<file path="config.mk">
export PLATFORM = sky130hd
export DESIGN_NAME = euclid_gcd_lcm_unit
export DESIGN_NICKNAME = d
export VERILOG_FILES = /design/src/rtl/egl_pkg.sv /design/src/rtl/euclid_gcd_lcm_unit.sv
export SDC_FILE = /design/constraint.sdc
export NUM_CORES = 2
export LEC_CHECK = 0
export CAP_MARGIN = 20
export CORE_MARGIN = 5
export CORE_UTILIZATION = 55
export CTS_BUF_LIST = sky130_fd_sc_hd__clkbuf_4
export CTS_CLUSTER_SIZE = 20
export DETAILED_ROUTE_END_ITERATION = 10
export DONT_BUFFER_PORTS = 1
export GPL_TIMING_DRIVEN = 0
export PLACE_DENSITY = 0.66
export SLEW_MARGIN = 30
export SYNTH_ARGS = -nofsm -noshare
export SYNTH_HDL_FRONTEND = slang
export SYNTH_SLANG_ARGS = --single-unit
</file>
<file path="constraint.sdc">
create_clock -name clk_i -period 11.5 [get_ports clk_i]
set_input_delay 2.3 -clock clk_i [delete_from_list [all_inputs] [get_ports clk_i]]
set_output_delay 2.3 -clock clk_i [all_outputs]
set_load 0.05 [all_outputs]
</file>
<file path="src/rtl/egl_pkg.sv">
`timescale 1ns / 1ps
// ----------------------------------------------------------------------------
// egl_pkg
// Shared types and constants for the gcd/lcm unit.
// ----------------------------------------------------------------------------
package egl_pkg;

  localparam int unsigned DEF_OPERAND_BITS = 31;
  localparam int unsigned GCD_W            = 31;
  localparam int unsigned LCM_W            = 62;
  localparam int unsigned OUT_TDATA_W      = ((GCD_W + LCM_W + 1 + 7) / 8) * 8;

  typedef enum logic [2:0] {
    S_IDLE,
    S_CHK,
    S_MOD,
    S_LCM,
    S_MUL
  } egl_state_e;

endpackage

</file>
<file path="src/rtl/euclid_gcd_lcm_unit.sv">
`timescale 1ns / 1ps
// ----------------------------------------------------------------------------
// euclid_gcd_lcm_unit
// Euclid gcd by repeated remainder on one shared restoring divider, then
// lcm = (a / gcd) * b through a single multiplier, with a too-wide flag.
// ----------------------------------------------------------------------------
// One transaction at a time. The number of remainder steps is 0 to about 45
//   at 31 bits; the divider yields one bit per cycle of each remainder or
//   quotient.
// The next operand pair is taken while a finished result waits downstream.
// Reset: rst_ni asynchronous, active low; clears sequencer and output valid.
module euclid_gcd_lcm_unit
  import egl_pkg::*;
#(
  parameter int unsigned OPERAND_BITS = DEF_OPERAND_BITS,
  parameter int unsigned IN_TDATA_W   = ((2 * OPERAND_BITS + 7) / 8) * 8
) (
  input  logic                   clk_i,
  input  logic                   rst_ni,
  input  logic                   s_axis_tvalid,
  output logic                   s_axis_tready,
  // operand_a, operand_b
  input  logic [IN_TDATA_W-1:0]  s_axis_tdata,
  output logic                   m_axis_tvalid,
  input  logic                   m_axis_tready,
  // gcd_value, lcm_value, lcm_too_wide
  output logic [OUT_TDATA_W-1:0] m_axis_tdata
);

  localparam int unsigned W     = OPERAND_BITS;
  localparam int unsigned CNT_W = $clog2(W);

  egl_state_e          state_q, state_d;
  logic [W-1:0]        a_q, a_d;
  logic [W-1:0]        b_q, b_d;
  logic [W-1:0]        x_q, x_d;
  logic [W-1:0]        y_q, y_d;
  logic [W-1:0]        dvs_q, dvs_d;
  logic [W-1:0]        rem_q, rem_d;
  logic [W-1:0]        quo_q, quo_d;
  logic [CNT_W-1:0]    cnt_q, cnt_d;
  logic                out_valid_q, out_valid_d;
  logic [OUT_TDATA_W-1:0] out_data_q, out_data_d;

  // divider step
  logic [W:0]          trial;
  logic [W:0]          diff;
  logic                ge;
  logic [W-1:0]        rem_nx;
  logic [W-1:0]        quo_nx;
  logic                last_bit;

  // multiplier
  logic [2*W-1:0]      prod;
  logic                too_wide;
  logic                out_free;
  logic                in_fire;

  assign trial    = {rem_q, quo_q[W-1]};
  assign diff     = trial - {1'b0, dvs_q};
  assign ge       = (trial >= {1'b0, dvs_q});
  assign rem_nx   = ge ? diff[W-1:0] : trial[W-1:0];
  assign quo_nx   = {quo_q[W-2:0], ge};
  assign last_bit = (cnt_q == CNT_W'(W - 1));

  assign prod     = (2*W)'(quo_q) * (2*W)'(b_q);
  assign too_wide = |prod[2*W-1:W];

  assign out_free      = !out_valid_q || m_axis_tready;
  assign s_axis_tready = (state_q == S_IDLE);
  assign in_fire       = s_axis_tvalid && s_axis_tready;
  assign m_axis_tvalid = out_valid_q;
  assign m_axis_tdata  = out_data_q;

  always_comb begin
    state_d     = state_q;
    a_d         = a_q;
    b_d         = b_q;
    x_d         = x_q;
    y_d         = y_q;
    dvs_d       = dvs_q;
    rem_d       = rem_q;
    quo_d       = quo_q;
    cnt_d       = cnt_q;
    out_valid_d = out_valid_q;
    out_data_d  = out_data_q;

    if (out_valid_q && m_axis_tready) begin
      out_valid_d = 1'b0;
    end

    case (state_q)
      S_IDLE: begin
        if (in_fire) begin
          a_d     = s_axis_tdata[W-1:0];
          b_d     = s_axis_tdata[2*W-1:W];
          x_d     = s_axis_tdata[W-1:0];
          y_d     = s_axis_tdata[2*W-1:W];
          state_d = S_CHK;
        end
      end
      S_CHK: begin
        rem_d = '0;
        cnt_d = '0;
        if (y_q != '0) begin
          quo_d   = x_q;
          dvs_d   = y_q;
          state_d = S_MOD;
        end else if (a_q != '0 && b_q != '0) begin
          quo_d   = a_q;
          dvs_d   = x_q;
          state_d = S_LCM;
        end else begin
          quo_d   = '0;
          state_d = S_MUL;
        end
      end
      S_MOD: begin
        rem_d = rem_nx;
        quo_d = quo_nx;
        cnt_d = cnt_q + 1'b1;
        if (last_bit) begin
          x_d     = y_q;
          y_d     = rem_nx;
          state_d = S_CHK;
        end
      end
      S_LCM: begin
        rem_d = rem_nx;
        quo_d = quo_nx;
        cnt_d = cnt_q + 1'b1;
        if (last_bit) begin
          state_d = S_MUL;
        end
      end
      S_MUL: begin
        if (out_free) begin
          out_data_d  = {(OUT_TDATA_W - GCD_W - LCM_W - 1)'(0), too_wide,
                         LCM_W'(prod), GCD_W'(x_q)};
          out_valid_d = 1'b1;
          state_d     = S_IDLE;
        end
      end
      default: begin
        state_d = S_IDLE;
      end
    endcase
  end

  always_ff @(posedge clk_i or negedge rst_ni) begin
    if (!rst_ni) begin
      state_q     <= S_IDLE;
      out_valid_q <= 1'b0;
      cnt_q       <= '0;
    end else begin
      state_q     <= state_d;
      out_valid_q <= out_valid_d;
      cnt_q       <= cnt_d;
    end
  end

  always_ff @(posedge clk_i) begin
    a_q        <= a_d;
    b_q        <= b_d;
    x_q        <= x_d;
    y_q        <= y_d;
    dvs_q      <= dvs_d;
    rem_q      <= rem_d;
    quo_q      <= quo_d;
    out_data_q <= out_data_d;
  end

`ifndef SYNTH
  a_div_nonzero: assert property (@(posedge clk_i) disable iff (!rst_ni)
    (state_q == S_MOD || state_q == S_LCM) |-> (dvs_q != '0))
    else $error("divider running with zero divisor");

  a_rem_shrinks: assert property (@(posedge clk_i) disable iff (!rst_ni)
    (state_q == S_CHK && $past(state_q) == S_MOD) |-> (y_q < $past(dvs_q)))
    else $error("remainder not below divisor");

  a_busy_no_ready: assert property (@(posedge clk_i) disable iff (!rst_ni)
    (state_q == S_MUL && !out_free) |=> (state_q == S_MUL && $stable(x_q)))
    else $error("result lost while output register full");
`endif

endmodule
</file>
# [Word level (Yosys, flattened, before mapping)]
# Index checks and enable logic that the tools add are counted.
# Widths: inputs -> output; s select.
[classes] n_div=0 order_cmp=1 muxes=24 shifts=0 n_eq_ne=9 mul=1 n_bitwise=0 reduce_logical=19 n_addsub=2
[ops] operator="$mux 31" n=9
[ops] operator="$pmux 31 s2" n=4
[ops] operator="$reduce_bool 31->1" n=3
[ops] operator="$mul 31x31->62" n=1
[ops] operator="$ge 32x31->1" n=1
[ops] operator="$reduce_or 31->1" n=1
[ops] operator="$sub 31x31->31" n=1
[ops] operator="$mux 3" n=6
[ops] operator="$pmux 3 s5" n=1
[ops] operator="$pmux 5 s2" n=1
[ops] operator="$eq 3x2->1 const B" n=2
[ops] operator="$ne 2x2->1 const B" n=3
[ops] operator="$reduce_and 2->1" n=3
[ops] operator="$reduce_bool 2->1" n=3
[ops] operator="$add 5x1->5 const B" n=1
[ops] operator="$eq 5x5->1 const B" n=1
[ops] operator="$reduce_and 4->1" n=1
[ops] operator="$eq 3x1->1 const B" n=1
[ops] operator="$eq 3x3->1 const B" n=1
[ops] operator="$logic_and 1x1->1" n=3
[ops] operator="$logic_not 3->1" n=1
[ops] operator="$mux 1" n=3
[ops] operator="$reduce_and 3->1" n=1
[ops] operator="$ne 2x1->1 const B" n=1
[ops] operator="3 further kinds" n=3
[word_totals] ram_bits=0 out_inout_bits=98 wordCells=67 n_memories=0 ff_bits=320 latch_bits=0 mem_bits_ro=0

# [Longest topological paths before layout]
[depth] ltp_word=5 ltp_mapped=30 ltp_nobuf=29

# [Worst setup path after synthesis]
# No wires, ideal clock.
[synth_path] path_kind="flip-flop to flip-flop" startpoint="register quo_q[10]" endpoint="register out_data_q[93], in the netlist m_axis_tdata[93] (data pin)" path_stages_with_launch=28 slack_ps=3418 setup_time_ps=263 t_required_ps=11237 arrival_time_ps=7820 period_less_slack_ps=8082 cell_sequence="edfxtp_1 clkbuf_1 and2_1 fa_1 inv_1 fa_1 inv_1 fa_1 inv_1 fa_1 inv_1 fa_1 fa_1 fa_1 fa_1 ha_1 clkbuf_1 nand4_1 nor4_1 nand2_1 a31oi_1 nor2_1 xnor2_2 a311o_1 or4_1 or4_1 nor4_1 nand2_1"
[synth_via] elab_chain_cells=2
[synth_lines] item="start: declaration" line="euclid_gcd_lcm_unit.sv:40" rtl="logic [W-1:0] quo_q, quo_d;"
[synth_lines] item="start signal: assignment" line="euclid_gcd_lcm_unit.sv:169" rtl="quo_q <= quo_d;"
[synth_lines] item="$mul 31x31->62" line="euclid_gcd_lcm_unit.sv:66" rtl="assign prod = (2*W)'(quo_q) * (2*W)'(b_q);"
[synth_lines] item="named net prod[39]" line="euclid_gcd_lcm_unit.sv:54" rtl="logic [2*W-1:0] prod;"
[synth_lines] item="$reduce_or 31->1" line="euclid_gcd_lcm_unit.sv:67" rtl="assign too_wide = |prod[2*W-1:W];"
[synth_lines] item="named net too_wide" line="euclid_gcd_lcm_unit.sv:55" rtl="logic too_wide;"
[synth_lines] item="end signal: assignment" line="euclid_gcd_lcm_unit.sv:170" rtl="out_data_q <= out_data_d;"
[synth_lines] item="end: declaration" line="euclid_gcd_lcm_unit.sv:43" rtl="logic [OUT_TDATA_W-1:0] out_data_q, out_data_d;"
# The timed path passes the listed nets, and every way through them passes these cells.
# A chain may end at the register's enable or synchronous reset.

# [Worst setup path in the final report]
[layout_path] startpoint="register quo_q[10]" endpoint="register out_data_q[93], in the netlist m_axis_tdata[93] (data pin)"
[layout_via] elab_chain_cells=2
[layout_lines] item="$mul 31x31->62" line="euclid_gcd_lcm_unit.sv:66"
[layout_lines] item="$reduce_or 31->1" line="euclid_gcd_lcm_unit.sv:67"
[layout_lines] item="named net too_wide" line="euclid_gcd_lcm_unit.sv:55"
# The timed path passes the listed nets, and every way through them passes these cells.

==> summary.txt <==
Critical path
  – Reg2reg setup slack: 360 ps
  – WP data arrival: 11720 ps
  – RR Startpoint: quo_q[10]$_DFFE_PP_
  – Reg-to-reg critical path endpoint: m_axis_tdata[93]$_DFFE_PP_
  – Critical path class: flip-flop to flip-flop
  – CP startpoint kind: flip-flop
  – R2R depth: 24
  – CP Launch Point: quo_q[10]$_DFFE_PP_
  – Crit Path Max Fanout: 10
  – Crit end category: flip-flop
  – Req. time, crit path: 12080 ps

Synth
  – Synth Cell Area: 45600 sq um
  – Share of the synthesized area in the top cell type: 36.8%
  – Synth cell types: 80
  – Synth warnings: 0
  – Post-synth ARST share: 2.81%
  – Syn Inst Count: 4651
  – Number of flops mapped to enable cells by yosys: 311
  – Seq/Total Area, Yosys: 21.0%
  – Leading area contributor after synthesis: fa_1
  – Syn avg cell area: 9.81 sq um
  – Post-synth top flop: edfxtp_1
  – Largest cells by area after synthesis: fa_1 37%, edfxtp_1 20%, ha_1 7.9%
  – Synthesis-stage register bit count: 320

Final layout
  – Final core utilization: 58.9%
  – Non-filler cells, final: 5894
  – Seq. cell area: 9560 sq um
  – Nets: 5943
  – Share of layout cells above drive strength 1: 4.34%
  – Area Overhead vs Synth: 6.07%
  – # fillers: 7268
  – Footprint of the multi-input gates: 31900 sq um

Clocking
  – CTS buffer count: 85
  – Post-CTS Setup Bufs: 0
  – Clock latency on the worst-skew pair: 890 ps
  – CTS root buf: clkbuf_4
  – CTS max path bufs: 3
  – Clock transition at the registers of the reported paths: 70 ps
  – Post_cts resized: 0
  – CTS tree: built
  – H-tree Lvls: 3
  – Hold buffer count at CTS: 0
  – Sink Count: 320

Global route
  – Initial antenna violation count: 9
  – Vias in the first global route: 35.4k
  – Largest net degree at the start of global routing: 49
  – GRT Overall Usage: 35.3%
  – First-pass GRT wire length: 229 mm
  – Gr ovfl total: 0

Placement
  – Post-place setup slack: 648 ps
  – Post-detail-place hpwl: 131 mm
  – Dpl cells: 5732
  – GPL Wtd Cong: 1.03
  – IO Port Bufs: 0

STA
  – Endpoints failing hold: 0
  – Min Clock Period, post-route: 11140 ps
  – Worst-Margin Slew: 1170 ps
  – Slew Limit Fails: 0
  – Clock skew: 71.4 ps
  – F_max: 89.8 MHz
  – Final Setup Violations: 0
  – Slew margin rel.: 22.2%
  – RSZ-0062 raised after global routing: false
  – Final Worst Setup Slack: 360 ps
  – Crit share post-route: 96.9%
  – Sum Neg Setup Slack: 0 ps

Floorplanning
  – Total die area: 88800 sq um
  – Initial Utilization: 55.6%
  – Die height: 298 microns
  – Die width: 298 microns
  – Core box area: 82100 sq um
  – Top Ports: 166
  – Rows: 105

Hold path
  – Hold path cells: 1
  – Hold Path Origin: cnt_q[4]$_DFFE_PN0P_
  – Hold Path Sink: cnt_q[4]$_DFFE_PN0P_
  – Hold Crit Class: flip-flop to flip-flop

Drt
  – Iter 0 DRT Violations: 3452
  – DR vias/cell: 5.93
  – DRC Markers: 0
  – Total iterations of the first detailed-routing run: 6
  – Routed length per instance: 26.6 microns
  – Post-Route WL: 157 mm
  – Vias: 35.0k
  – Final ANT Viol Nets: 0

Outcome
  – Status: completed

Job
  – Max Cap Viol: 0
[cell usage in the layout, fill, tap and decap left out, types with 8 or more instances in the layout]
cell type	synthesis	final
ha_1	288	288
nor2_1	138	136
o21ai_1	16	17
fa_1	838	838
nor4_1	29	29
and3_1	16	15
nor2b_1	10	10
clkinv_1	0	21
nand2b_1	10	10
xnor2_1	50	50
and2_1	517	516
o21a_1	12	12
diode_2	0	9
buf_2	9	9
xor2_1	23	23
clkbuf_1	236	227
edfxtp_1	311	311
nand2_1	688	688
o21bai_1	18	18
clkbuf_4	0	118
clkbuf_2	0	9
dfrtp_1	9	9
nor3_1	28	27
o31ai_1	8	8
nand3_1	55	55
o211ai_1	10	10
inv_1	846	846
mux2i_1	31	31
nand4_1	28	28
a211oi_1	12	12
a21o_1	84	83
a21oi_1	100	100
a31oi_1	43	43
o21ai_0	75	74
[Yosys cell counts (4+ instances only)]
| master | instances |
|---|---|
| a21boi_0 | 4 |
| o21ai_1 | 16 |
| a21oi_1 | 100 |
| a21oi_2 | 5 |
| clkbuf_1 | 236 |
| inv_1 | 846 |
| o211ai_1 | 10 |
| a311oi_1 | 4 |
| xor2_1 | 23 |
| and3_1 | 16 |
| a211oi_1 | 12 |
| a31oi_1 | 43 |
| and2_1 | 517 |
| o21a_1 | 12 |
| nor3_1 | 28 |
| nor4_1 | 29 |
| or2_2 | 5 |
| nor2b_1 | 10 |
| mux2_2 | 5 |
| or3_1 | 7 |
| mux2i_1 | 31 |
| nor2_1 | 138 |
| o21ai_2 | 5 |
| nand4_1 | 28 |
| nand3_1 | 55 |
| nand2_1 | 688 |
| nand2b_1 | 10 |
| buf_4 | 6 |
| fa_1 | 838 |
| a21o_1 | 84 |
| buf_2 | 9 |
| o31ai_1 | 8 |
| dfrtp_1 | 9 |
| a211o_1 | 4 |
| edfxtp_1 | 311 |
| o21bai_1 | 18 |
| xnor2_1 | 50 |
| ha_1 | 288 |
| o21ai_0 | 75 |
[registers in the layout, indices dropped and copies added, names as in the netlist]
signal         flops
a_q               31
b_q               31
cnt_q              5
dvs_q             31
m_axis_tdata      94
m_axis_tvalid      1
quo_q             31
rem_q             31
state_q            3
x_q               31
y_q               31
[worst max path at each step]
stage / end / cells past startpoint
after floorplan: m_axis_tdata[93]$_DFFE_PP_ / 27
after global placement: m_axis_tdata[93]$_DFFE_PP_ / 26
after detailed placement: m_axis_tdata[93]$_DFFE_PP_ / 26
after CTS: m_axis_tdata[93]$_DFFE_PP_ / 26
after global routing: m_axis_tdata[93]$_DFFE_PP_ / 24
final: m_axis_tdata[93]$_DFFE_PP_ / 24
[critical path: stages (launching register included)]
cell	delay, ps
edfxtp_1	670
clkbuf_1	920
and2_1	270
fa_1	460
fa_1	540
inv_1	130
fa_1	490
fa_1	530
fa_1	550
inv_1	50
fa_1	450
fa_1	520
fa_1	420
ha_1	440
nand4_1	260
nor4_1	810
nand2_1	130
a31oi_1	590
o21ai_2	290
o2111ai_1	650
nor4b_2	640
o211ai_1	190
or4_1	520
nor4_1	270
nand2_1	70
[stage by stage]
| stage | hold slack, ps | instance area (sq um) |
|---|---|---|
| final | 498 | 48400 |
| after global routing | 525 | 48400 |
| after CTS | 490 | 48400 |
| after detailed placement | 482 | 47200 |
| after global placement | 473 | 47000 |
| after floorplan | 450 | 45600 |
[layer usage]
metal  GRT usage, %  share of wire [%]  up-vias  wire length (microns)
li1               -                  -    14700                      -
met1           45.5                 37    17700                  57500
met2           53.4                 44     1988                  69300
met3           9.14                 11      501                  17500
met4           22.4                8.1        4                  12700
met5              0              0.017        -                     26
[cells by family after synthesis]
| family | after synthesis | synth area share [%] |
|---|---|---|
| fa+ha+maj | 1126 | 44.7 |
| compound gates | 440 | 6.29 |
| flops | 320 | 21.0 |
| mux | 36 | 0.804 |
| simple gates | 1554 | 16.7 |
| other cells | 1 | 0.00822 |
| xor+xnor | 74 | 1.44 |
| buf+inv | 1100 | 9.16 |
[layout make-up]
class,count,area share (%)
well taps,1070,2.77
multi-input cells,3232,66.0
inverters,846,6.56
diodes,9,0.0465
clock buffers,118,1.83
repair buffers,10,0.471
clock inverters,35,0.494
flip-flops and latches,320,19.8
plain buffers,254,2.09
Power is not shown: default switching activity piles up to over one toggle a cycle in this logic, so the estimate is an artifact.
